`src/rtl/y2r_pkg.sv`:
```
`timescale 1ns / 1ps
`default_nettype none
// ----------------------------------------------------------------------------
// y2r_pkg
// Shared types and constants for the YCbCr 4:2:0 to RGB converter.
// ----------------------------------------------------------------------------
package y2r_pkg;

  localparam int PIX_W             = 8;
  localparam int CFG_W             = 13;
  localparam int CFG_IDX_W         = 1;
  localparam int LINE_W            = 12;
  localparam int MAX_LINES         = 4096;
  localparam int DEFAULT_MAX_WIDTH = 4096;

  localparam int SUM_W  = 20;
  localparam int FRAC_W = 8;

  localparam logic [CFG_IDX_W-1:0] REG_FRAME_WIDTH  = 1'b0;
  localparam logic [CFG_IDX_W-1:0] REG_FRAME_HEIGHT = 1'b1;

  localparam logic [CFG_W-1:0] FRAME_WIDTH_RST  = 13'd2;
  localparam logic [CFG_W-1:0] FRAME_HEIGHT_RST = 13'd1;

  localparam logic signed [SUM_W-1:0] LUMA_OFS   = 20'sd16;
  localparam logic signed [SUM_W-1:0] CHROMA_OFS = 20'sd128;
  localparam logic signed [SUM_W-1:0] K_Y        = 20'sd298;
  localparam logic signed [SUM_W-1:0] K_CB_B     = 20'sd516;
  localparam logic signed [SUM_W-1:0] K_CB_G     = 20'sd100;
  localparam logic signed [SUM_W-1:0] K_CR_G     = 20'sd208;
  localparam logic signed [SUM_W-1:0] K_CR_R     = 20'sd409;
  localparam logic signed [SUM_W-1:0] ROUND      = 20'sd128;

  typedef struct packed {
    logic             valid;
    logic [PIX_W-1:0] luma_first;
    logic [PIX_W-1:0] luma_second;
    logic [PIX_W-1:0] chroma_blue;
    logic [PIX_W-1:0] chroma_red;
    logic             line_end;
    logic             frame_end;
  } y2r_beat_t;

endpackage
`default_nettype wire

```
`src/rtl/y2r_color_pipe.sv`:
```
`timescale 1ns / 1ps
`default_nettype none
// ----------------------------------------------------------------------------
// y2r_color_pipe
// BT.601 limited-range color math: a multiply stage, then a sum, round,
// clamp stage that feeds the output register.
// ----------------------------------------------------------------------------
module y2r_color_pipe (
  input  wire logic                      clk,
  input  wire logic                      rst_n,
  input  wire y2r_pkg::y2r_beat_t        beat,
  output logic                           take,
  output logic                           out_valid,
  input  wire logic                      out_stall,
  output logic [y2r_pkg::PIX_W-1:0]      out_blue_first,
  output logic [y2r_pkg::PIX_W-1:0]      out_green_first,
  output logic [y2r_pkg::PIX_W-1:0]      out_red_first,
  output logic [y2r_pkg::PIX_W-1:0]      out_blue_second,
  output logic [y2r_pkg::PIX_W-1:0]      out_green_second,
  output logic [y2r_pkg::PIX_W-1:0]      out_red_second,
  output logic                           out_line_end,
  output logic                           out_frame_end
);
  import y2r_pkg::*;

  function automatic logic [PIX_W-1:0] clamp_px(input logic signed [SUM_W-1:0] v);
    logic [PIX_W-1:0] res;
    if (v[SUM_W-1]) begin
      res = '0;
    end else if (|v[SUM_W-2:FRAC_W+PIX_W]) begin
      res = '1;
    end else begin
      res = v[FRAC_W+PIX_W-1:FRAC_W];
    end
    return res;
  endfunction

  logic signed [SUM_W-1:0] y0;
  logic signed [SUM_W-1:0] y1;
  logic signed [SUM_W-1:0] d;
  logic signed [SUM_W-1:0] e;

  logic                    v2_r;
  logic signed [SUM_W-1:0] c_first_r;
  logic signed [SUM_W-1:0] c_second_r;
  logic signed [SUM_W-1:0] kb_r;
  logic signed [SUM_W-1:0] kgd_r;
  logic signed [SUM_W-1:0] kge_r;
  logic signed [SUM_W-1:0] kr_r;
  logic                    le2_r;
  logic                    fe2_r;

  logic signed [SUM_W-1:0] b0;
  logic signed [SUM_W-1:0] g0;
  logic signed [SUM_W-1:0] r0;
  logic signed [SUM_W-1:0] b1;
  logic signed [SUM_W-1:0] g1;
  logic signed [SUM_W-1:0] r1;

  logic                    out_valid_r;
  logic                    adv3;
  logic                    adv2;

  assign adv3 = !out_valid_r || !out_stall;
  assign adv2 = !v2_r || adv3;
  assign take = adv2;

  assign y0 = $signed({{(SUM_W-PIX_W){1'b0}}, beat.luma_first}) - LUMA_OFS;
  assign y1 = $signed({{(SUM_W-PIX_W){1'b0}}, beat.luma_second}) - LUMA_OFS;
  assign d  = $signed({{(SUM_W-PIX_W){1'b0}}, beat.chroma_blue}) - CHROMA_OFS;
  assign e  = $signed({{(SUM_W-PIX_W){1'b0}}, beat.chroma_red}) - CHROMA_OFS;

  always_ff @(posedge clk) begin
    if (!rst_n) begin
      v2_r <= 1'b0;
    end else if (adv2) begin
      v2_r <= beat.valid;
    end
  end

  always_ff @(posedge clk) begin
    if (adv2 && beat.valid) begin
      c_first_r  <= y0 * K_Y;
      c_second_r <= y1 * K_Y;
      kb_r       <= d * K_CB_B;
      kgd_r      <= d * K_CB_G;
      kge_r      <= e * K_CR_G;
      kr_r       <= e * K_CR_R;
      le2_r      <= beat.line_end;
      fe2_r      <= beat.frame_end;
    end
  end

  assign b0 = c_first_r + kb_r + ROUND;
  assign g0 = c_first_r - kgd_r - kge_r + ROUND;
  assign r0 = c_first_r + kr_r + ROUND;
  assign b1 = c_second_r + kb_r + ROUND;
  assign g1 = c_second_r - kgd_r - kge_r + ROUND;
  assign r1 = c_second_r + kr_r + ROUND;

  always_ff @(posedge clk) begin
    if (!rst_n) begin
      out_valid_r <= 1'b0;
    end else if (adv3) begin
      out_valid_r <= v2_r;
    end
  end

  always_ff @(posedge clk) begin
    if (adv3 && v2_r) begin
      out_blue_first   <= clamp_px(b0);
      out_green_first  <= clamp_px(g0);
      out_red_first    <= clamp_px(r0);
      out_blue_second  <= clamp_px(b1);
      out_green_second <= clamp_px(g1);
      out_red_second   <= clamp_px(r1);
      out_line_end     <= le2_r;
      out_frame_end    <= fe2_r;
    end
  end

  assign out_valid = out_valid_r;

  a_take_loads: assert property (@(posedge clk) disable iff (!rst_n)
    beat.valid && take |=> v2_r)
    else $error("stage 1 beat dropped before multiply stage");

  a_mult_hold: assert property (@(posedge clk) disable iff (!rst_n)
    v2_r && !adv3 |=> v2_r && $stable(kb_r) && $stable(c_first_r))
    else $error("multiply stage lost a held beat");

  a_drain: assert property (@(posedge clk) disable iff (!rst_n)
    v2_r && adv3 |=> out_valid_r)
    else $error("multiply stage beat not moved to output");

endmodule
`default_nettype wire

```
`config.mk`:
```
export PLATFORM = sky130hd
export DESIGN_NAME = y2r_color_pipe
export DESIGN_NICKNAME = d
export VERILOG_FILES = /design/src/rtl/y2r_pkg.sv /design/src/rtl/y2r_color_pipe.sv
export SDC_FILE = /design/constraint.sdc
export NUM_CORES = 1
export LEC_CHECK = 0
export BUFFER_PORTS_ARGS = -buffer_cell sky130_fd_sc_hd__buf_4
export CORE_UTILIZATION = 62
export DETAILED_ROUTE_END_ITERATION = 10
export HOLD_SLACK_MARGIN = 0.06
export PLACE_DENSITY = 0.85
export SLEW_MARGIN = 20
export SYNTH_ARGS = -nofsm -noshare
export SYNTH_HDL_FRONTEND = slang
export SYNTH_SLANG_ARGS = --single-unit
```
`constraint.sdc`:
```
create_clock -name clk -period 13.5 [get_ports clk]
set_input_delay 2.7 -clock clk [delete_from_list [all_inputs] [get_ports clk]]
set_output_delay 2.7 -clock clk [all_outputs]
set_load 0.02 [all_outputs]
```
After elaboration in Yosys (flattened, before gate mapping) --
Index checks and enable logic that the tools add are counted.
Cells by class: multiply operators 6, muxes and demuxes 6, add/subtract/negate cells 18, reduce and logical (&&, ||, !) cells 13
Operators by type and width (count):
- $add A20 B9 Y20 const B | 6
- $add A20 B20 Y20 | 4
- $sub A20 B20 Y20 | 4
- $mul A9 B9 Y18 const B | 3
- $mux W8 | 6
- $mul A9 B10 Y19 const B | 1
- $reduce_or A3 Y1 | 6
- $sub A8 B5 Y9 const B | 2
- $sub A8 B8 Y9 const B | 2
- $mul A9 B6 Y15 const B | 1
- $mul A9 B5 Y14 const B | 1
- $logic_not A1 Y1 | 3
- $logic_and A1 B1 Y1 | 2
- $logic_or A1 B1 Y1 | 2
Word-level totals: register bits 164, output and inout port bits 52, logic and storage cells 61

Depth between registers and ports, before layout --
word-level depth 5, mapped depth 21, mapped depth without buffers 21

Worst setup path before layout --
Ideal clock, no wire load.
kind input -> register, start in beat[30] (netlist name), end reg c_first_r[18], data pin, data required time 13.243 ns, stages 18, path slack 6.166 ns, buffers on the path 0, setup time 0.257 ns, data arrival time 7.077 ns, cells stage by stage inv_1 -> ha_1 -> nor3b_1 -> ha_1 -> ha_1 -> inv_1 -> fa_1 -> fa_1 -> inv_1 -> ha_1 -> o21ai_0 -> a21boi_0 -> o21ai_0 -> a21boi_0 -> o21ai_0 -> a21oi_1 -> o21ai_0 -> a32o_1
Between the ends: word-level cells in the longest chain between the ends 2
RTL lines:
- start, declared | RTL line y2r_color_pipe.sv:11 | input wire y2r_pkg::y2r_beat_t beat,
- $sub A8 B5 Y9 | RTL line y2r_color_pipe.sv:68 | assign y0 = $signed({{(SUM_W-PIX_W){1'b0}}, beat.luma_first}) - LUMA_OFS;
- $mul A9 B9 Y18 | RTL line y2r_color_pipe.sv:83 | c_first_r <= y0 * K_Y;
- end signal, assigned | RTL line y2r_color_pipe.sv:83
- end, declared | RTL line y2r_color_pipe.sv:44 | logic signed [SUM_W-1:0] c_first_r;
No other way between the ends. A chain may end at the register's enable or synchronous reset.

Worst setup path after layout --
start in beat[22] (netlist name), end reg c_second_r[18], data pin
Between the ends: word-level cells in the longest chain between the ends 2
RTL lines:
- $sub A8 B5 Y9 | RTL line y2r_color_pipe.sv:69 | assign y1 = $signed({{(SUM_W-PIX_W){1'b0}}, beat.luma_second}) - LUMA_OFS;
- $mul A9 B9 Y18 | RTL line y2r_color_pipe.sv:84 | c_second_r <= y1 * K_Y;
- end signal, assigned | RTL line y2r_color_pipe.sv:84
- end, declared | RTL line y2r_color_pipe.sv:45 | logic signed [SUM_W-1:0] c_second_r;
No other way between the ends.

==> results.md <==
- Outcome: complete, no violations
- #FFs+latches synth: 151
- Largest net degree at the start of global routing: 51
- CP Data Required Time: 13.69 ns
- Crit. End Element: register
- Max Cap Viol: 0
- Post-synthesis sequential area ratio: 0.277
- Die area: 27000 um2
- First-pass GRT wire length: 58.7 mm
- Met2 wire len: 17.7 mm
- Post-CTS setup buffers: 0
- Final hold viol count: 0
- Wirelength per Cell: 18.5 um
- Async S/R FF share, synth: 0
- Met3 wire length: 1.62 mm
- Pwr dens: 240 nW/um2
- CTS tree: built
- Period Utilization, post-route: 0.559
- Setup tns final: 0 ns
- Fmax achieved: 0.132 GHz
- Grt total ovfl: 0
- Core ar.: 25500 um2
- Initial Util: 0.640
- Kind of critical path: input pin to register
- Vias: 11600
- Top sig layer: met4
- Nets@finish: 2144
- Hold buffer count at cts: 0
- Routed wire length: 36.4 mm
- DRT antenna net count: 0
- Site Rows: 58
- First DRT Iteration DRCs: 831
- Layout area overhead: 10.7%
- Total track usage: 0.285
- Die W: 164 um
- Die extent in y: 164 um
- PortBufs: 89
- CP startpoint kind: input pin
- Hold_ws: 0.430 ns
- Root buf cell: clkbuf_16
- Reg2reg setup slack: 9.34 ns
- Cts bufs inserted: 17
- Most frequent cells in the layout: ha_1, inv_1, edfxtp_1
- Worst-Margin Slew: 1.05 ns
- Resized Gates After CTS: 0
- Gp weighted congestion: 0.891
- Commonest non-fill, non-tap cell in the layout: ha_1
- Post-route DRC: 0
- DP HPWL: 29.9 mm
- Peak supply drop: 0.192 mV
- Setup Skew: 0.0159 ns
- Cell Area, Synth: 16300 um2
- Met1 Wirelength: 15.7 mm
- Syn Inst Count: 1518
- Share of cells above drive strength 1: 0.0958
- Unique masters post-synth: 73
- Synthesized Nets: 2036
- Relative slew margins: 0.299
- Slew Viols, Final: 0
- DR vias/cell: 5.88
- Syn Area/Cell: 10.7 um2
- CP max FO: 15
- Final setup viols: 0
- Number of global-route vias before repair: 11800
- Predominant post-synthesis flop cell: edfxtp_1
- Lkg Pwr: 8.80 nW
- Layout fillers: 1759
- Clock edge transition at the registers on the reported setup and hold paths: 0.07 ns
- Drt first pass iters: 6
- Antenna diodes: 0
- H-tree Lvls: 4
- Syn. warnings: 0
- Ports: 90
- Final min period: 7.55 ns
- Worst Path Arrival: 7.74 ns
- CTS max path bufs: 2
- Clock Latency Late Sink: 0.44 ns
- Number of synthesized flops with an enable pin: 149
- Clock sinks: 151
- Initial antenna violation count: 0
- Hold Crit Class: register to register
- RSZ-0062 raised after global routing: no
-- cell type report --
class                      instances  area (um2)  area share
multi-input combinational       1125       10900       0.604
sequential                       151        4510       0.250
inverter                         240         901      0.0499
timing repair buffer              91         683      0.0379
clock buffer                      19         433      0.0240
tap                              330         413      0.0229
clock inverter                    13         195      0.0108
-- cell families after synthesis --
| logic type | Yosys count | synth area share |
|---|---|---|
| xor+xnor | 114 | 0.0622 |
| simple gates | 223 | 0.0691 |
| flops | 151 | 0.277 |
| compound gates | 304 | 0.128 |
| mux | 4 | 0.00292 |
| buf+inv | 242 | 0.0559 |
| fa+ha+maj | 480 | 0.405 |
-- sequential cells by signal, indices dropped and copies added, names as in the netlist --
register / count
out_blue_first: 8
v2_r: 1
c_first_r: 18
kr_r: 19
out_valid: 1
out_line_end: 1
kb_r: 15
out_frame_end: 1
out_blue_second: 8
out_red_first: 8
out_red_second: 8
kge_r: 12
out_green_first: 8
out_green_second: 8
fe2_r: 1
kgd_r: 15
le2_r: 1
c_second_r: 18
-- routing by layer --
layer,GRT usage,up-vias
li1,-,5593
met1,0.365,5530
met2,0.487,358
met3,0.0295,89
met4,0.122,0
met5,0,-
-- Yosys cell counts (5+ instances only) --
cell,number,share of area
nand2b_1,11,0.0042
nand4_1,5,0.0019
or2_2,8,0.0031
nor3_1,22,0.0068
edfxtp_1,149,0.27
a21o_1,30,0.014
nand2_1,30,0.0069
o21ai_0,40,0.012
nand3_1,17,0.0052
a21oi_1,86,0.026
o21bai_1,13,0.0060
xnor2_1,75,0.040
o211ai_1,7,0.0032
a21boi_0,10,0.0046
nor2b_1,21,0.0081
fa_1,80,0.098
xor2_1,37,0.020
o21a_1,49,0.023
nor2_1,74,0.017
o21ai_1,12,0.0037
inv_1,240,0.055
a211oi_1,8,0.0037
ha_1,400,0.31
and2_1,5,0.0019
-- worst max-delay path, stage by stage --
cell and delay [ns]:
buf_4 0.12, inv_1 0.15, ha_1 0.20, nor3b_2 0.85, ha_1 0.41, ha_1 0.30
inv_1 0.07, fa_1 0.43, fa_1 0.54, inv_1 0.04, ha_1 0.31, o21ai_0 0.13
a21boi_0 0.26, o21ai_0 0.15, a21boi_0 0.33, o21ai_0 0.16, a21oi_1 0.21, o21ai_0 0.14
a31o_2 0.25
-- metrics by stage --
| step | setup WS (ns) | area, um2 | instances | power [mW] | util |
|---|---|---|---|---|---|
| 6_report | 5.95 | 18000 | 1969 | 4.33 | 0.708 |
| 5_1_grt | 5.47 | 18000 | 1969 | 4.68 | 0.708 |
| 4_1_cts | 5.95 | 18000 | 1969 | 4.29 | 0.708 |
| 3_5_place_dp | 5.49 | 17400 | 1937 | 3.73 | 0.683 |
| 3_3_place_gp | 5.69 | 17400 | 1937 | 3.61 | 0.683 |
| 2_1_floorplan | 6.17 | 16300 | 1518 | 2.97 | - |
-- power by group --
part / total, mW / switching (mW) / internal, mW
logic: 2.99 / 1.72 / 1.27
registers: 0.815 / 0.106 / 0.709
clock network: 0.525 / 0.212 / 0.313
-- path summary, 6_finish.rpt --
path                                     from                   to  cells past startpoint
worst max-delay path                 beat[22]       c_second_r[18]                     19
worst min-delay path                    fe2_r        out_frame_end                      0
worst max register to register  c_second_r[6]  out_green_second[1]                     12
worst min register to register          fe2_r        out_frame_end                      0
No activity file was read; power rests on OpenSTA's default activity.
